===== src/hw/rtl/spn_pkg.sv =====
// Shared types, constants and GF(2^8) helper for the SPN block cipher.
// No dependencies.
package spn_pkg;

   localparam int BLOCK_BYTES_DEF = 4;
   localparam int MAX_ROUNDS_DEF  = 10;

   localparam int REQ_TDATA_W = 48;
   localparam int REQ_TUSER_W = 2;
   localparam int RSP_TDATA_W = 32;
   localparam int PLAIN_W     = 32;
   localparam int ROUNDS_W    = 4;

   localparam logic [ROUNDS_W-1:0] RESET_ROUNDS = 4'd10;
   localparam logic [7:0]          GF_POLY      = 8'h1B;

   typedef enum logic [REQ_TUSER_W-1:0] {
      OP_SBOX    = 2'd0,
      OP_MATRIX  = 2'd1,
      OP_KEY     = 2'd2,
      OP_ENCRYPT = 2'd3
   } op_type;

   typedef struct packed {
      logic       en;
      logic [7:0] index;
      logic [7:0] data;
   } mat_wr_type;

   function automatic logic [7:0] gf_mul(input logic [7:0] a, input logic [7:0] b);
      logic [7:0] acc;
      logic [7:0] aa;
      acc = 8'h00;
      aa  = a;
      for (int k = 0; k < 8; k++) begin
         if (b[k]) begin
            acc = acc ^ aa;
         end
         aa = aa[7] ? ({aa[6:0], 1'b0} ^ GF_POLY) : {aa[6:0], 1'b0};
      end
      return acc;
   endfunction

endpackage


===== src/hw/rtl/spn_ram.sv =====
// Single-port-write, single-port-read synchronous RAM, registered read data.
// Used for the S-box and round-key stores; no dependencies.
module spn_ram #(
   parameter int DEPTH = 256,
   parameter int WIDTH = 8
) (
   input  logic                     clock,
   input  logic                     wr_en,
   input  logic [$clog2(DEPTH)-1:0] wr_addr,
   input  logic [WIDTH-1:0]         wr_data,
   input  logic                     rd_en,
   input  logic [$clog2(DEPTH)-1:0] rd_addr,
   output logic [WIDTH-1:0]         rd_data
);

   logic [WIDTH-1:0] mem_ff [DEPTH];
   logic [WIDTH-1:0] rd_data_ff;

   always_ff @(posedge clock) begin
      if (wr_en) begin
         mem_ff[wr_addr] <= wr_data;
      end
   end

   always_ff @(posedge clock) begin
      if (rd_en) begin
         rd_data_ff <= mem_ff[rd_addr];
      end
   end

   assign rd_data = rd_data_ff;

endmodule


===== src/hw/rtl/spn_mix.sv =====
// Mixing matrix registers and the GF(2^8) matrix-vector product plus key add.
// Depends on spn_pkg for gf_mul and the matrix write struct.
module spn_mix
   import spn_pkg::*;
#(
   parameter int BLOCK_BYTES = BLOCK_BYTES_DEF
) (
   input  logic                        clock,
   input  mat_wr_type                  mat_wr,
   input  logic [BLOCK_BYTES-1:0][7:0] sub_bytes,
   input  logic [BLOCK_BYTES-1:0][7:0] key_bytes,
   output logic [BLOCK_BYTES-1:0][7:0] mix_bytes
);

   localparam int MAT_DEPTH = BLOCK_BYTES * BLOCK_BYTES;

   logic [7:0] mat_ff [MAT_DEPTH];

   always_ff @(posedge clock) begin
      for (int e = 0; e < MAT_DEPTH; e++) begin
         if (mat_wr.en && (mat_wr.index == 8'(e))) begin
            mat_ff[e] <= mat_wr.data;
         end
      end
   end

   always_comb begin
      logic [7:0] acc;
      for (int i = 0; i < BLOCK_BYTES; i++) begin
         acc = key_bytes[i];
         for (int j = 0; j < BLOCK_BYTES; j++) begin
            acc = acc ^ gf_mul(mat_ff[i*BLOCK_BYTES + j], sub_bytes[j]);
         end
         mix_bytes[i] = acc;
      end
   end

endmodule


===== src/hw/rtl/spn_block_cipher_table_driven.sv =====
// Each encrypt transfer runs R+1 passes before rsp_tvalid, R = rounds used (capped at MAX_ROUNDS);
// each pass fetches one S-box byte and one key byte a cycle, then mixes (the first only adds the key).
// A new encrypt or table write is accepted only in idle, after the previous result is loaded.
// Reset: synchronous; clears control and output valid, rounds register returns to 10.
// Table contents are undefined after reset until written.
module spn_block_cipher_table_driven
   import spn_pkg::*;
#(
   parameter int BLOCK_BYTES = BLOCK_BYTES_DEF,
   parameter int MAX_ROUNDS  = MAX_ROUNDS_DEF
) (
   input  logic                   clock,
   input  logic                   reset,
   // config: rounds_in_use
   input  logic                   csr_we,
   input  logic [ROUNDS_W-1:0]    csr_wdata,
   // tdata: table_index[7:0], table_byte[15:8], plain_block[47:16]
   input  logic                   req_tvalid,
   output logic                   req_tready,
   input  logic [REQ_TDATA_W-1:0] req_tdata,
   // tuser: operation[1:0]
   input  logic [REQ_TUSER_W-1:0] req_tuser,
   // tdata: cipher_block[31:0]
   output logic                   rsp_tvalid,
   input  logic                   rsp_tready,
   output logic [RSP_TDATA_W-1:0] rsp_tdata
);

   localparam int BW        = BLOCK_BYTES * 8;
   localparam int KEY_DEPTH = BLOCK_BYTES * (MAX_ROUNDS + 1);
   localparam int KAW       = $clog2(KEY_DEPTH);
   localparam int CW        = $clog2(BLOCK_BYTES + 1);
   localparam int LW        = $clog2(BLOCK_BYTES);
   localparam int RW        = $clog2(MAX_ROUNDS + 1);

   typedef enum logic [2:0] {
      ST_IDLE  = 3'b001,
      ST_FETCH = 3'b010,
      ST_MIX   = 3'b100
   } state_type;

   typedef logic [BLOCK_BYTES-1:0][7:0] blk_type;

   state_type             state_ff, state_in;
   logic [CW-1:0]         cnt_ff, cnt_in;
   logic [RW-1:0]         rnd_ff, rnd_in;
   logic [KAW-1:0]        key_base_ff, key_base_in;
   logic                  cap_ff, cap_in;
   logic [LW-1:0]         lane_ff, lane_in;
   logic [ROUNDS_W-1:0]   rounds_ff, rounds_in;
   logic                  rsp_valid_ff, rsp_valid_in;
   logic [RSP_TDATA_W-1:0] rsp_data_ff, rsp_data_in;
   blk_type               blk_ff, blk_in;
   blk_type               sub_ff, sub_in;
   blk_type               keyb_ff, keyb_in;

   logic                  req_accept;
   op_type                req_op;
   logic [7:0]            req_index;
   logic [7:0]            req_byte;
   logic [PLAIN_W-1:0]    req_plain;
   logic [BW+PLAIN_W-1:0] plain_ext;
   logic [BW+RSP_TDATA_W-1:0] res_ext;
   logic [RW-1:0]         rounds_eff;
   blk_type               mix_bytes;
   blk_type               round_out;
   logic                  rsp_load;

   logic                  sbox_we;
   logic                  sbox_re;
   logic [7:0]            sbox_rdata;
   logic                  key_we;
   logic                  key_re;
   logic [KAW-1:0]        key_raddr;
   logic [7:0]            key_rdata;
   mat_wr_type            mat_wr;

   assign req_tready = (state_ff == ST_IDLE);
   assign req_accept = req_tvalid && req_tready;
   assign req_op     = op_type'(req_tuser);
   assign req_index  = req_tdata[7:0];
   assign req_byte   = req_tdata[15:8];
   assign req_plain  = req_tdata[47:16];
   assign plain_ext  = {{BW{1'b0}}, req_plain};

   assign rounds_eff = (32'(rounds_ff) > MAX_ROUNDS) ? RW'(MAX_ROUNDS) : RW'(rounds_ff);
   assign round_out  = (rnd_ff == '0) ? (blk_ff ^ keyb_ff) : mix_bytes;
   assign res_ext    = {{RSP_TDATA_W{1'b0}}, round_out};
   assign key_raddr  = key_base_ff + KAW'(cnt_ff);

   assign sbox_we = req_accept && (req_op == OP_SBOX);
   assign key_we  = req_accept && (req_op == OP_KEY) && ({1'b0, req_index} < 9'(KEY_DEPTH));

   always_comb begin
      mat_wr.en    = req_accept && (req_op == OP_MATRIX);
      mat_wr.index = req_index;
      mat_wr.data  = req_byte;
   end

   spn_ram #(
      .DEPTH (256),
      .WIDTH (8)
   ) u_sbox (
      .clock   (clock),
      .wr_en   (sbox_we),
      .wr_addr (req_index),
      .wr_data (req_byte),
      .rd_en   (sbox_re),
      .rd_addr (blk_ff[cnt_ff[LW-1:0]]),
      .rd_data (sbox_rdata)
   );

   spn_ram #(
      .DEPTH (KEY_DEPTH),
      .WIDTH (8)
   ) u_keys (
      .clock   (clock),
      .wr_en   (key_we),
      .wr_addr (req_index[KAW-1:0]),
      .wr_data (req_byte),
      .rd_en   (key_re),
      .rd_addr (key_raddr),
      .rd_data (key_rdata)
   );

   spn_mix #(
      .BLOCK_BYTES (BLOCK_BYTES)
   ) u_mix (
      .clock     (clock),
      .mat_wr    (mat_wr),
      .sub_bytes (sub_ff),
      .key_bytes (keyb_ff),
      .mix_bytes (mix_bytes)
   );

   always_comb begin
      state_in    = state_ff;
      cnt_in      = cnt_ff;
      rnd_in      = rnd_ff;
      key_base_in = key_base_ff;
      cap_in      = 1'b0;
      lane_in     = lane_ff;
      blk_in      = blk_ff;
      sub_in      = sub_ff;
      keyb_in     = keyb_ff;
      rsp_data_in = rsp_data_ff;
      rsp_load    = 1'b0;
      sbox_re     = 1'b0;
      key_re      = 1'b0;

      if (cap_ff) begin
         sub_in[lane_ff]  = sbox_rdata;
         keyb_in[lane_ff] = key_rdata;
      end

      unique case (state_ff)
         ST_IDLE: begin
            if (req_accept && (req_op == OP_ENCRYPT)) begin
               blk_in      = plain_ext[BW-1:0];
               rnd_in      = '0;
               key_base_in = '0;
               cnt_in      = '0;
               state_in    = ST_FETCH;
            end
         end
         ST_FETCH: begin
            if (cnt_ff == CW'(BLOCK_BYTES)) begin
               state_in = ST_MIX;
            end else begin
               sbox_re = 1'b1;
               key_re  = 1'b1;
               cap_in  = 1'b1;
               lane_in = cnt_ff[LW-1:0];
               cnt_in  = CW'(cnt_ff + 1'b1);
            end
         end
         ST_MIX: begin
            if (rnd_ff == rounds_eff) begin
               if (!rsp_valid_ff || rsp_tready) begin
                  rsp_load    = 1'b1;
                  rsp_data_in = res_ext[RSP_TDATA_W-1:0];
                  state_in    = ST_IDLE;
               end
            end else begin
               blk_in      = round_out;
               rnd_in      = RW'(rnd_ff + 1'b1);
               key_base_in = KAW'(key_base_ff + KAW'(BLOCK_BYTES));
               cnt_in      = '0;
               state_in    = ST_FETCH;
            end
         end
         default: begin
            state_in = ST_IDLE;
         end
      endcase
   end

   assign rounds_in    = csr_we ? csr_wdata : rounds_ff;
   assign rsp_valid_in = rsp_load || (rsp_valid_ff && !rsp_tready);

   always_ff @(posedge clock) begin
      if (reset) begin
         state_ff     <= ST_IDLE;
         cap_ff       <= 1'b0;
         rsp_valid_ff <= 1'b0;
         rounds_ff    <= RESET_ROUNDS;
      end else begin
         state_ff     <= state_in;
         cap_ff       <= cap_in;
         rsp_valid_ff <= rsp_valid_in;
         rounds_ff    <= rounds_in;
      end
   end

   always_ff @(posedge clock) begin
      cnt_ff      <= cnt_in;
      rnd_ff      <= rnd_in;
      key_base_ff <= key_base_in;
      lane_ff     <= lane_in;
      blk_ff      <= blk_in;
      sub_ff      <= sub_in;
      keyb_ff     <= keyb_in;
      rsp_data_ff <= rsp_data_in;
   end

   assign rsp_tvalid = rsp_valid_ff;
   assign rsp_tdata  = rsp_data_ff;

endmodule


===== config.mk =====
export PLATFORM = sky130hd
export DESIGN_NAME = spn_block_cipher_table_driven
export DESIGN_NICKNAME = d
export VERILOG_FILES = /design/src/hw/rtl/spn_pkg.sv /design/src/hw/rtl/spn_ram.sv /design/src/hw/rtl/spn_mix.sv /design/src/hw/rtl/spn_block_cipher_table_driven.sv
export SDC_FILE = /design/constraint.sdc
export NUM_CORES = 2
export LEC_CHECK = 0
export BUFFER_PORTS_ARGS = -buffer_cell sky130_fd_sc_hd__buf_4
export CAP_MARGIN = 25
export CORE_MARGIN = 3
export CORE_UTILIZATION = 60
export DETAILED_ROUTE_END_ITERATION = 10
export PLACE_DENSITY = 0.75
export SETUP_SLACK_MARGIN = 0.1
export SLEW_MARGIN = 20
export SYNTH_ARGS = -nofsm -noshare
export SYNTH_HDL_FRONTEND = slang
export SYNTH_HIERARCHICAL = 1
export SYNTH_SLANG_ARGS = --single-unit

===== constraint.sdc =====
create_clock -name clock -period 6.4 [get_ports clock]
set_input_delay 0.32 -clock clock [delete_from_list [all_inputs] [get_ports clock]]
set_output_delay 0.32 -clock clock [all_outputs]
set_load 0.02 [all_outputs]

==> out/metrics.json <==
{
  "holdPathEnd": "u_sbox/mem_ff[243][5]",
  "place.detailed.hpwl_mm": 216.0,
  "final_util_pct": 66.62,
  "rsz0062_at_grt": "no",
  "critical_path_required_ns": 7.02,
  "routed_via_density": 6.718,
  "synth.most_common_cell": "edfxtp_1",
  "fmaxAchievable_ghz": 0.1838,
  "critical_path.reg2reg.startpoint": "cnt_ff[0]",
  "synth_seq_cells": 2694,
  "slew_viol_final": 0,
  "worst_ir_drop_vdd_mv": 0.2824,
  "timing.critical_path.from_type": "flop",
  "critPathBufInv": 2,
  "outcome": "finished, violations left",
  "synth_sequential_area_ratio_pct": 65.19,
  "cpPeakStageDelay_ns": 1.13,
  "whs_path_depth": 1,
  "wire_length_of_the_first_global_routing_pass_mm": 505.4,
  "slew-limit-headroom_pct": 14.97,
  "grt-ovfl-total": 0,
  "synth.area.top_cells": "edfxtp_1, mux4_2, xnor2_1",
  "cts-hold-fix-buffers": 53,
  "synthDominantCellAreaShare_pct": 65.04,
  "violated_checks": "hold timing",
  "synth_edf_count": 2685,
  "dominantRegCellSynth": "edfxtp_1",
  "drc": 0,
  "final.hold.worst_slack_ns": -0.02180,
  "synth.top_cells.by_count": "edfxtp_1, nand2_1, xnor2_1",
  "fin_crit_sh_pct": 85.01,
  "fin_setup_tns_ns": 0,
  "gr-usage-all-layers_pct": 33.18,
  "pin_count_of_the_biggest_net_entering_global_routing": 208,
  "drt_wl_total_mm": 350.7,
  "drive_above_1_share_pct": 15.88,
  "skew_pair_late_insertion_delay_ns": 0.94,
  "hold_path.class": "in2reg",
  "hold_path_startpoint": "req_tdata[13]",
  "timing.reg2reg.setup_slack_ns": 0.96,
  "initial_utilization_pct": 60.47,
  "cts_made_buffers": 286,
  "hold_violations": 3,
  "die_x_um": 460.5,
  "number_of_max_cap_violations": 0,
  "multi_input_logic_area_um2": 40390,
  "tritoncts_clock_tree": "yes",
  "die-area_um2": 212100,
  "core_um2": 205000,
  "buffers_inserted_by_post_cts_timing_repair": 0,
  "finish.net_count": 7916,
  "critPathTopFamily": "multiplexers",
  "clock_tree_sinks": 2694,
  "cts-htree-levels": 5,
  "cts_buffer_depth": 4,
  "period_minus_slack_ns": 5.441,
  "critical_path.max_fanout": 39,
  "rows": 166,
  "timing.critical_path.slowest_stage_cell": "mux4_4",
  "first_drt_iteration_drcs": 10800,
  "worst_ep_arrival_time_ns": 6.06,
  "floorplan.die.height_um": 460.5,
  "end_of_the_worst_register_to_register_path": "u_sbox/rd_data[5]",
  "first_global_vias": 71360,
  "clk_root_buffer_cell": "clkbuf_16",
  "timing.clock.skew_ns": 0.06111,
  "sequential_area_um2": 80810,
  "portBuffers": 92,
  "power.density_nw_per_um2": 270.9,
  "synth_warnings": 6,
  "avgSynthCellArea_um2": 16.00,
  "place_congestion": 0.9642,
  "area_growth_pct": 10.18,
  "finalSetupViolCount": 0,
  "routed_wire_length_per_instance_um": 32.63,
  "via_count": 72210,
  "syn-cell-area_um2": 124000,
  "i_o_pin_total": 93,
  "yosys.cell_types.count": 81,
  "filler_instances": 13360,
  "total_leakage_power_nw": 45.07,
  "post_cts_resize_count": 0,
  "worst_tran_pin_value_ns": 1.264,
  "ff2ff_path_depth": 9,
  "drtAntennaViolNets": 0,
  "clock_edge_transition_at_the_registers_on_the_reported_setup_and_hold_paths_ns": 0.06,
  "postSynthNetCount": 7814,
  "critical_path_class": "reg2reg",
  "synth_async_reset_ratio_pct": 0,
  "antenna_found_initial": 15,
  "drt_pass1_iterations": 8,
  "critical_path.cell_chain": "mux4_4, buf_12, buf_4, mux4_2, a22o_1, a221oi_1, o32ai_1, nor3_1, nor4_1",
  "syn-instance-count": 7748,
  "yosys.area.top_type": "edfxtp_1",
  "end_kind": "flop"
}
==> cell usage in the layout (no fill, tap or decap), drive strengths merged, types with 12 or more instances in the layout <==
| cell | count |
|---|---|
| a21oi | 168 |
| o221ai | 48 |
| a22o | 25 |
| inv | 25 |
| o211ai | 16 |
| mux4 | 488 |
| xor3 | 65 |
| nand2b | 27 |
| clkbuf | 350 |
| nor3 | 38 |
| dlygate4sd3 | 53 |
| xnor2 | 841 |
| buf | 272 |
| nand3 | 47 |
| nand4 | 12 |
| o21ai | 49 |
| o22ai | 43 |
| nand2 | 978 |
| edfxtp | 2685 |
| nor2 | 405 |
| bufinv | 27 |
| mux2 | 40 |
| xnor3 | 78 |
| clkinv | 101 |
| a22oi | 200 |
| a221oi | 31 |
| nor4 | 29 |
| mux2i | 305 |
| xor2 | 379 |
| a211oi | 21 |
| nor2b | 65 |
| diode | 14 |
==> worst max path at each step <==
stage | startpoint | to | slack (ns) | cells past startpoint
floorplan | rnd_ff[2] | blk_ff[0] | 1.93 | 4
global placement | cnt_ff[0] | u_sbox/rd_data[5] | 1.09 | 9
detailed placement | cnt_ff[0] | u_sbox/rd_data[5] | 1.07 | 9
CTS | cnt_ff[0] | u_sbox/rd_data[5] | 1.07 | 9
global route | cnt_ff[0] | u_sbox/rd_data[5] | 0.83 | 9
finish | cnt_ff[0] | u_sbox/rd_data[5] | 0.96 | 9
==> registers in the layout, summed over array words and instances (netlist names) <==
name	flops
u_mix/mat_ff	128
u_keys/rd_data	8
u_sbox/rd_data	8
u_sbox/mem_ff	2048
rsp_tdata	32
cnt_ff	3
keyb_ff	32
rounds_ff	4
rsp_tvalid	1
lane_ff	2
blk_ff	32
u_keys/mem_ff	352
key_base_ff	4
sub_ff	32
state_ff	3
cap_ff	1
rnd_ff	4
==> metal layers <==
layer	global-route usage, %	up-vias	routed length [µm]
li1	-	29380	-
met1	45.95	36590	128400
met2	49.14	5179	157500
met3	9.060	1057	44740
met4	16.28	12	20090
met5	0	-	75
==> final cells by class <==
class	instances	area share, %
multi-input combinational	4517	29.57
timing repair buffer	329	2.180
inverter	22	0.06046
clock buffer	346	5.537
tap	2688	2.463
antenna	14	0.02565
clock inverter	139	0.9967
sequential	2694	59.17
==> power by group <==
| part | total, mW | internal [mW] | switching, mW |
|---|---|---|---|
| logic | 1.56 | 0.524 | 1.04 |
| clock network | 16.0 | 9.46 | 6.55 |
| registers | 19.4 | 19.4 | 0.0187 |
| total | 37.0 | 29.4 | 7.61 |
==> cell families after synthesis <==
logic type	Yosys count	synth area share, %
simple gates	1659	5.571
mux	833	11.70
fa+ha+maj	7	0.07065
compound gates	655	3.832
flops	2694	65.19
xor+xnor	1363	11.30
buf+inv	537	2.344
==> per-stage QoR <==
step                      instances  area [µm²]  hold WS, ns  worst slack (ns)  power, mW
after floorplan                7748      124000       0.3846             1.932      20.60
after detailed placement      10190      127000       0.5518             1.069      21.30
final                         10750      136600     -0.02180            0.9592      37.00
after global placement        10180      126900       0.5511             1.089      21.26
after global routing          10740      136500     0.005114            0.8302      37.95
after CTS                     10730      136400      0.02124             1.066      37.16
No activity file was read; power rests on OpenSTA's default activity.
